--- src/rtl/fdcf_pkg.sv ---
// Shared types and constants for the fractional delay comb filter.
// No dependencies; imported by fdcf_ctrl, fdcf_datapath and the top level.
package fdcf_pkg;

	localparam int FRAC_W   = 8;   // fractional bits of a tap delay
	localparam int DELAY_W  = 20;  // tap delay register width
	localparam int GAIN_W   = 16;  // widest gain register (Q1.15)
	localparam int FBG_W    = 15;  // feedback gain width
	localparam int GAIN_SH  = 15;  // gain products are Q1.15
	localparam int TAP_W    = 2;   // tap counter width (up to four taps)
	localparam int NTAP_MAX = 4;
	localparam int CIDX_W   = 8;   // config index width
	localparam int CDATA_W  = 32;  // config data width

	localparam logic [CIDX_W-1:0] CFG_MULTI   = 8'd0;
	localparam logic [CIDX_W-1:0] CFG_BYPASS  = 8'd1;
	localparam logic [CIDX_W-1:0] CFG_WET     = 8'd2;
	localparam logic [CIDX_W-1:0] CFG_FB      = 8'd3;
	localparam logic [CIDX_W-1:0] CFG_DELAY0  = 8'd4;
	localparam logic [CIDX_W-1:0] CFG_DELAY1  = 8'd5;
	localparam logic [CIDX_W-1:0] CFG_DELAY2  = 8'd6;
	localparam logic [CIDX_W-1:0] CFG_DELAY3  = 8'd7;

	localparam logic [GAIN_W-1:0]  RST_WET_GAIN = 16'd16422;
	localparam logic [FBG_W-1:0]   RST_FB_GAIN  = 15'd16422;
	localparam logic [DELAY_W-1:0] RST_DELAY    = 20'd33210;

	typedef enum logic [3:0] {
		ST_CLEAR,
		ST_IDLE,
		ST_RD0,
		ST_RD1,
		ST_INTP,
		ST_ACC,
		ST_FB,
		ST_WET,
		ST_WRITE
	} state_t;

	typedef struct packed {
		logic                            multi;
		logic                            bypass;
		logic [GAIN_W-1:0]               wet_gain;
		logic [FBG_W-1:0]                fb_gain;
		logic [NTAP_MAX-1:0][DELAY_W-1:0] delay;
	} cfg_t;

	typedef struct packed {
		logic             clr_wr;   // write zero at write pointer, advance it
		logic             load_x;   // capture input sample, clear accumulator
		logic             rd_en;    // read delay line
		logic             rd_hi;    // read upper neighbor (i+1)
		logic             lat_a0;   // latch lower neighbor
		logic             interp;   // register interpolation product
		logic             acc_add;  // add finished tap into accumulator
		logic             mul_fb;   // accumulator times feedback gain
		logic             mul_wet;  // saturate feedback sum, accumulator times wet gain
		logic             commit;   // write line, load output register
		logic [TAP_W-1:0] tap;
	} cmd_t;

	typedef struct packed {
		logic clr_done;
		logic out_free;
	} sts_t;

endpackage

--- src/rtl/fdcf_ctrl.sv ---
// Sequencer for the comb filter: clear pass, per-tap reads, gain steps, commit.
// Depends on fdcf_pkg; drives fdcf_datapath through cmd_t, reads sts_t.
module fdcf_ctrl #(
	parameter int NUM_TAPS = 4
) (
	input  logic           clk,
	input  logic           arst_n,
	input  logic           s_valid,
	input  logic           multi,
	input  logic           bypass,
	input  fdcf_pkg::sts_t sts,
	output logic           s_ready,
	output fdcf_pkg::cmd_t cmd
);
	import fdcf_pkg::*;

	state_t           state_q, state_d;
	logic [TAP_W-1:0] tap_q, tap_d;
	logic [TAP_W-1:0] last_tap;

	assign last_tap = multi ? TAP_W'(NUM_TAPS - 1) : '0;
	assign s_ready  = (state_q == ST_IDLE);

	always_ff @(posedge clk or negedge arst_n) begin
		if (!arst_n) begin
			state_q <= ST_CLEAR;
			tap_q   <= '0;
		end else begin
			state_q <= state_d;
			tap_q   <= tap_d;
		end
	end

	always_comb begin
		state_d = state_q;
		tap_d   = tap_q;
		cmd     = '0;
		cmd.tap = tap_q;
		unique case (state_q)
			ST_CLEAR: begin
				cmd.clr_wr = 1'b1;
				if (sts.clr_done) begin
					state_d = ST_IDLE;
				end
			end
			ST_IDLE: begin
				tap_d = '0;
				if (s_valid) begin
					cmd.load_x = 1'b1;
					// multi-mode bypass skips every tap: accumulator stays zero
					state_d = (multi && bypass) ? ST_FB : ST_RD0;
				end
			end
			ST_RD0: begin
				cmd.rd_en   = 1'b1;
				cmd.acc_add = (tap_q != '0);
				state_d     = ST_RD1;
			end
			ST_RD1: begin
				cmd.rd_en  = 1'b1;
				cmd.rd_hi  = 1'b1;
				cmd.lat_a0 = 1'b1;
				state_d    = ST_INTP;
			end
			ST_INTP: begin
				cmd.interp = 1'b1;
				if (tap_q == last_tap) begin
					state_d = ST_ACC;
				end else begin
					tap_d   = tap_q + 1'b1;
					state_d = ST_RD0;
				end
			end
			ST_ACC: begin
				cmd.acc_add = 1'b1;
				state_d     = ST_FB;
			end
			ST_FB: begin
				cmd.mul_fb = 1'b1;
				state_d    = ST_WET;
			end
			ST_WET: begin
				cmd.mul_wet = 1'b1;
				state_d     = ST_WRITE;
			end
			ST_WRITE: begin
				if (sts.out_free) begin
					cmd.commit = 1'b1;
					state_d    = ST_IDLE;
				end
			end
			default: begin
				state_d = ST_IDLE;
			end
		endcase
	end

	a_accept_next: assert property (@(posedge clk) disable iff (!arst_n)
		(state_q == ST_IDLE && s_valid) |=> (state_q == ST_RD0 || state_q == ST_FB))
		else $error("accepted sample did not start tap or gain sequence");

	a_tap_loop: assert property (@(posedge clk) disable iff (!arst_n)
		(state_q == ST_INTP && tap_q != last_tap) |=> (state_q == ST_RD0 && tap_q != '0))
		else $error("tap loop did not advance");

	a_commit_free: assert property (@(posedge clk) disable iff (!arst_n)
		cmd.commit |-> sts.out_free)
		else $error("commit while output register still full");

endmodule

--- config.mk ---
export PLATFORM = sky130hd
export DESIGN_NAME = fdcf_ctrl
export DESIGN_NICKNAME = d
export VERILOG_FILES = /design/src/rtl/fdcf_pkg.sv /design/src/rtl/fdcf_ctrl.sv
export SDC_FILE = /design/constraint.sdc
export NUM_CORES = 1
export LEC_CHECK = 0
export BUFFER_PORTS_ARGS = -buffer_cell sky130_fd_sc_hd__buf_2
export CORE_AREA = 8 8 45 47
export DETAILED_ROUTE_END_ITERATION = 10
export DIE_AREA = 0 0 53 55
export GPL_ROUTABILITY_DRIVEN = 0
export PLACE_DENSITY = 0.61
export SETUP_SLACK_MARGIN = 0.5
export SKIP_CTS_REPAIR_TIMING = 1
export SYNTH_ARGS = -nofsm -noshare
export SYNTH_HDL_FRONTEND = slang
export SYNTH_SLANG_ARGS = --single-unit
--- constraint.sdc ---
create_clock -name clk -period 3.7 [get_ports clk]
set_input_delay 0.185 -clock clk [delete_from_list [all_inputs] [get_ports clk]]
set_output_delay 0.185 -clock clk [all_outputs]
set_load 0.02 [all_outputs]
==> out/metrics.cfg, run 1 <==
[outcome]
outcome=complete, no violations

[finish]
drive_above_1_share_pct=37.8
num-fill-cells=154
mostFrequentLayoutCell=buf_2
fin_cells=90
final_area_sq_um=614
antenna_cells=0
nets=84
final_cell_mix=buf_2, dfrtp_1, nor2_1, nand3_1
syn_to_final_growth_pct=21.2

[timing]
skew_ns=0.00419
maxSlewHeadroom_pct=68.1
fin_crit_ns=1.78
fin_crit_sh_pct=48.0
setup_tns_ns=0
hold_viol=0
max_freq_mhz=563
rsz0062_at_grt=false
worstMarginPinSlew_ns=0.478
slew_viol_final=0
setup_viol=0

[pwr]
pwr-share-clk_pct=11.8
p_per_area_nw_per_um2=773
combPwrFrac_pct=56.3
p_seq_share_pct=31.9
vdd_drop_max_mv=0.340
p_switching_w=0.000234
p_int_w=0.000242
power.leakage_nw=0.292
switching_share_pct=49.2

[clocking]
htreeDepth=1
cts_buffers=3
clock_latency_ns=0.24
cts_num_sinks=6
tritoncts=yes
cts_buffer_depth=2
cts.clk_slew.worst_paths_ns=0.04
clockRootBuffer=clkbuf_4

[worst_setup_path]
required_ns=3.51
reg2reg_slack_ns=2.14
r2r_end=tap_q[1]
reg2reg_from=state_q[3]
start_kind=flop
worstPathArrival_ns=1.59
ff2ff_path_depth=3
crit_fanout=13
critPathKind=reg -> out
cp-end-kind=output port

[place]
dp_cells=86
portBuffers=19
placed_cell_area_sq_um=582
hpwl_microns=914

[yosys]
syn-cell-area_sq_um=507
yosys_warnings=0
syn-num-nets=64
async_flop_share_pct=100
synth.largest_area_cell=dfrtp_1
synth.area.top_cells=dfrtp_1, nor4b_4, buf_6, nand3_1, nor2_1
yosys_most_used_dff=dfrtp_1
synth_cell_types=32
synth_top_area_share_pct=29.6
seq_area_frac_synth_pct=29.6
ys_ff_latch=6
synth_edf_count=0
synthCells=56
syn_avg_cell_area_sq_um=9.05

[drt]
dr_wl_met3_microns=50
highest_layer=met4
avgViaCountPerCell=5.09
dr.pass1.iters=3
routed_wl_microns=1080
drc=0
route.met2.wl_microns=571
drt_iter0_drc=3
antenna_left=0
vias=458
routedWlPerCell_microns=12.0
wl_met1_microns=451

[run]
cap_violations=0

[worst_hold_path]
holdPathStages=2
hold_class=in -> reg
min_from=sts[0]
min_to=state_q[3]

[grt]
grt_remaining_overflow=0
grt_pass1_vias=441
grt_pass1_wl_microns=1840
globalRouteTotalUtil_pct=8.62
grt_max_degree=15
antenna_found_initial=0

[die]
die_w_microns=53
num_io_pins=20
dieArea_sq_um=2920
start_util_pct=36.6
num_rows=14
die_h_microns=55
core-area_sq_um=1380

[cell families (layout without fill, tap and decap cells)]
kind of cell             Yosys count  count (layout)  synth area share (%)
AO/OA/AOI/OAI                     14              14                  21.2
adder cells (fa/ha/maj)            1               1                  2.47
buffers and inverters              8              26                  10.1
flip-flops                         6               6                  29.6
multiplexers                       2               2                  4.94
AND/OR/NAND/NOR                   25              25                  31.6
[synthesized netlist by cell type, types with 2 or more instances]
library cell  number
dfrtp_1            6
nor2_1             5
nand3_1            4
a21oi_1            3
inv_1              3
and3_1             2
buf_2              2
buf_6              2
nand2_1            2
nand2b_1           2
nor3_1             2
o21a_1             2
or3_1              2
[stage by stage]
stage                     hold slack [ns]  total power, W  utilization [%]  setup WS [ns]
after floorplan                    -0.111        0.000379                -           2.07
after global placement             0.0109        0.000424             42.0           2.13
after detailed placement          0.00879        0.000426             42.0           2.12
after CTS                          -0.251        0.000485             43.7           1.90
after global routing                0.169        0.000524             44.4           1.80
final                               0.168        0.000475             44.4           1.92
[worst max-delay path by stage]
| stage | from | end | slack (ns) |
|---|---|---|---|
| 2_1_floorplan | tap_q[0] | cmd[5] | 2.07 |
| 6_report | state_q[3] | cmd[10] | 1.92 |
| 3_5_place_dp | state_q[3] | tap_q[1] | 2.12 |
| 5_1_grt | state_q[0] | cmd[5] | 1.80 |
| 4_1_cts | state_q[3] | cmd[10] | 1.90 |
| 3_3_place_gp | state_q[3] | tap_q[1] | 2.13 |
[final cells by class]
cell class | count | area (sq um) | area share [%]
inverter | 3 | 11.3 | 1.83
timing repair buffer | 20 | 105 | 17.1
sequential | 6 | 150 | 24.4
tap | 16 | 20.0 | 3.26
clock buffer | 3 | 22.5 | 3.67
multi-input combinational | 42 | 305 | 49.7
[flip-flops by register name, summed over array words and instances (netlist names)]
register  flops
state_q       4
tap_q         2
[per-layer routing]
metal  GRT usage, %  up-vias
met5              0        -
met4           6.47        0
met3           2.94        2
met2           15.0        6
met1           8.32      209
li1               -      241
[power groups by stage]
stage	sequential, W	combinational (W)	clock [W]
after global routing	0.000160	0.000296	0.0000672
after detailed placement	0.000154	0.000273	0
after floorplan	0.000118	0.000261	0
final	0.000152	0.000267	0.0000562
after global placement	0.000153	0.000271	0
after CTS	0.000152	0.000273	0.0000602
[worst max-delay path, stage by stage, from the launching register on]
cell     delay [ns]
dfrtp_1        0.54
nor4b_2        0.46
and2_2         0.20
buf_2          0.15
No activity file was read; power rests on OpenSTA's default activity.
==> run 2: changes to the inputs <==
- clock period: 3.7 -> 1.9 ns (I/O delays scaled with it)
==> out/metrics.cfg, run 2 (synthesis results as in run 1) <==
[finish]
fin_util_pct=65.4
largest_register_ffs=4
antenna_cells=0
mostFrequentLayoutCell=buf_4
drive_above_1_share_pct=67.7
top_regs=state_q (4), tap_q (2)
syn_to_final_growth_pct=78.5
largest-register=state_q
nets=102
final_cell_mix=buf_4, buf_2, dfrtp_2, nor2_1, buf_6
num-fill-cells=118

[die]
num_io_pins=20
start_util_pct=36.6
die_w_microns=53
num_rows=14
die_h_microns=55
dieArea_sq_um=2920
core-area_sq_um=1380

[timing]
max_freq_mhz=648
maxSlewHeadroom_pct=75.5
slew_viol_final=0
hold_viol=0
whs_ns=0.0795
setup_tns_ns=0
fin_crit_ns=1.54
worstMarginPinSlew_ns=0.365
skew_ns=0.00109
setup_viol=0
rsz0062_at_grt=true
fin_crit_sh_pct=81.3

[run]
cap_violations=0

[outcome]
outcome=complete, no violations

[worst_setup_path]
crit_family=simple AND/OR/NAND/NOR gates
path_cells=nand2b_4 -> or3_4 -> a21oi_4 -> buf_6
reg2reg_from=state_q[1]
critPathKind=reg -> out
required_ns=1.80
worstPathArrival_ns=1.45
cp-end-kind=output port
ff2ff_path_depth=4
r2r_end=tap_q[1]
reg2reg_slack_ns=0.39
crit_fanout=6
cp_slowest_cell=dfrtp_2
critPathBufInv=1
start_kind=flop
slowest_delay_ns=0.43

[drt]
routedWlPerCell_microns=14.7
antenna_left=0
dr.pass1.iters=4
routed_wl_microns=1610
drt_iter0_drc=19
drc=0
avgViaCountPerCell=5.20
vias=567

[place]
portBuffers=19
hpwl_microns=1020

[worst_hold_path]
holdPathStages=2
min_from=sts[0]
min_to=state_q[3]
hold_class=in -> reg

[clocking]
clockRootBuffer=clkbuf_4
cts_buffer_depth=2
cts_num_sinks=6
clock_latency_ns=0.24
cts.clk_slew.worst_paths_ns=0.05
cts_buffers=3
htreeDepth=1
tritoncts=yes

[grt]
grt_remaining_overflow=0
antenna_found_initial=0
grt_pass1_wl_microns=2150
grt_max_degree=15
globalRouteTotalUtil_pct=9.94
grt_pass1_vias=489

[pwr]
vdd_drop_max_mv=0.845
p_per_area_nw_per_um2=1560
power.leakage_nw=0.416

-- run 2: worst max path at each step --
stage | depth (start not counted) | slack (ns) | to | startpoint
after floorplan | 3 | 0.38 | tap_q[1] | state_q[3]
after global placement | 3 | 0.30 | tap_q[1] | state_q[2]
after detailed placement | 3 | 0.31 | tap_q[1] | state_q[2]
after CTS | 4 | 0.11 | cmd[5] | state_q[0]
after global routing | 4 | 0.31 | tap_q[1] | state_q[1]
final | 4 | 0.36 | cmd[5] | state_q[0]
-- run 2: stage by stage --
step,area [sq um],power (W),setup WS (ns),instances
finish,905,0.00141,0.356,109
global route,905,0.00150,0.315,109
CTS,648,0.00102,0.112,91
detailed placement,622,0.000889,0.306,87
global placement,622,0.000886,0.303,87
floorplan,539,0.000785,0.379,56
-- run 2: final cells by class --
class | instances | area (sq um) | share of cell area [%]
Tap cell | 16 | 20.0 | 2.21
Sequential cell | 6 | 156 | 17.3
Timing Repair Buffer | 38 | 300 | 33.2
Multi-Input combinational cell | 42 | 390 | 43.2
Clock buffer | 4 | 26.3 | 2.90
Inverter | 3 | 11.3 | 1.24
-- run 2: routing by layer --
layer	track usage, %	wire length, microns
met4	5.17	19
met2	16.4	820
met3	4.01	104
met5	0	0
met1	10.8	662
-- run 2: power by group --
group / switching (W) / internal, W
combinational: 0.000476 / 0.000536
sequential: 0.0000898 / 0.000179
clock: 0.0000471 / 0.0000796
==> run 3: changes to the inputs <==
- PLACE_DENSITY: 0.61 -> 0.64
- clock period: 1.9 -> 1.2 ns (I/O delays scaled with it)
==> out/metrics.cfg, run 3 (synthesis results as in run 1) <==
[grt]
grt_pass1_wl_microns=2390
grt_pass1_vias=560
globalRouteTotalUtil_pct=11.0
grt_remaining_overflow=0
grt_max_degree=12
antenna_found_initial=0

[finish]
fin_cells=114
final_cell_mix=buf_4, buf_2, buf_6, dfrtp_2
mostFrequentLayoutCell=buf_4
nets=108
antenna_cells=0
top_regs=state_q (4), tap_q (2)
largest-register=state_q
largest_register_ffs=4
drive_above_1_share_pct=79.6
multiInputGateArea_sq_um=464
fin_util_pct=74.1
num-fill-cells=89
syn_to_final_growth_pct=102
regArea_sq_um=156

[timing]
worstMarginPinSlew_ns=0.382
slew_viol_final=0
setup_viol=16
setup_tns_ns=-3.11
skew_ns=0.00260
hold_viol=0
max_freq_mhz=644
fin_ws_ns=-0.352
rsz0062_at_grt=true
maxSlewHeadroom_pct=74.4
fin_crit_sh_pct=129
fin_crit_ns=1.55
whs_ns=0.0179

[worst_hold_path]
hold_class=in -> reg

[clocking]
cts_buffers=3
tritoncts=yes
cts.clk_slew.worst_paths_ns=0.04
clockRootBuffer=clkbuf_4
cts_num_sinks=6
htreeDepth=1
cts_buffer_depth=2
clock_latency_ns=0.25

[drt]
drc=0
avgViaCountPerCell=5.15
routedWlPerCell_microns=15.1
vias=587
drt_iter0_drc=11
antenna_left=0
routed_wl_microns=1720
dr.pass1.iters=2

[worst_setup_path]
critPathKind=reg -> out
worstPathArrival_ns=1.49
cp-end-kind=output port
path_cells=nand2b_4 -> or3_4 -> a21oi_4 -> buf_6
required_ns=1.14
crit_family=simple AND/OR/NAND/NOR gates
slowest_delay_ns=0.46
start_kind=flop
crit_fanout=6
critPathBufInv=1
cp_slowest_cell=dfrtp_2

[pwr]
combPwrFrac_pct=74.5
pwr-share-clk_pct=7.7
p_seq_share_pct=17.8
p_switching_w=0.00110
vdd_drop_max_mv=1.39
power.leakage_nw=0.448
p_per_area_nw_per_um2=2410
p_int_w=0.00136
switching_share_pct=44.7

[place]
dp_cells=99
hpwl_microns=1170
portBuffers=19

[die]
die_h_microns=55
die_w_microns=53
dieArea_sq_um=2920
num_io_pins=20
num_rows=14
core-area_sq_um=1380
start_util_pct=36.6

[outcome]
outcome=finished with violations
failed_checks=setup timing

[run]
cap_violations=0

==> run 3: power by group through the flow <==
stage | sequential, W | combinational [W] | clock, W
finish | 0.000439 | 0.00184 | 0.000189
global route | 0.000451 | 0.00197 | 0.000203
CTS | 0.000406 | 0.00147 | 0.000192
detailed placement | 0.000409 | 0.00147 | 0
global placement | 0.000403 | 0.00146 | 0
floorplan | 0.000379 | 0.00115 | 0
==> run 3: metal layers <==
| layer | GRT usage (%) | vias up | share of wire, % |
|---|---|---|---|
| met1 | 13.4 | 280 | 45 |
| met2 | 17.8 | 12 | 49 |
| met4 | 5.17 | 0 | 1.5 |
| met5 | 0 | - | 0 |
| li1 | - | 292 | - |
| met3 | 2.67 | 3 | 4.8 |
==> run 3: cell type report <==
cell class                      instances  share of cell area (%)
Multi-Input combinational cell         42                    45.3
Tap cell                               16                    1.95
Inverter                                3                    1.10
Clock buffer                            3                    2.20
Timing Repair Buffer                   44                    34.2
Sequential cell                         6                    15.3
==> run 3: worst paths after layout <==
| kind | start | to | slack, ns | depth (start not counted) |
|---|---|---|---|---|
| max | state_q[0] | cmd[5] | -0.35 | 4 |
| min | sts[0] | state_q[3] | 0.02 | 2 |
| max reg2reg | state_q[1] | state_q[2] | -0.17 | 5 |
| min reg2reg | tap_q[0] | tap_q[0] | 0.59 | 2 |
| max in group asynchronous | arst_n | state_q[3] | 0.87 | 2 |
| min in group asynchronous | arst_n | tap_q[1] | 0.17 | 2 |
==> run 3: metrics by stage <==
| stage | power, W | instance area, sq um | setup WS [ns] |
|---|---|---|---|
| finish | 0.00247 | 1020 | -0.352 |
| global placement | 0.00186 | 795 | -0.222 |
| CTS | 0.00207 | 817 | -0.456 |
| global route | 0.00263 | 1020 | -0.405 |
| detailed placement | 0.00188 | 795 | -0.192 |
| floorplan | 0.00153 | 642 | -0.291 |
==> run 3: worst register-to-register path, stage by stage (launching register included) <==
cell	delay (ns)
dfrtp_2	0.47
buf_4	0.21
nor2_4	0.05
buf_4	0.14
a2111oi_2	0.27
o21a_1	0.17
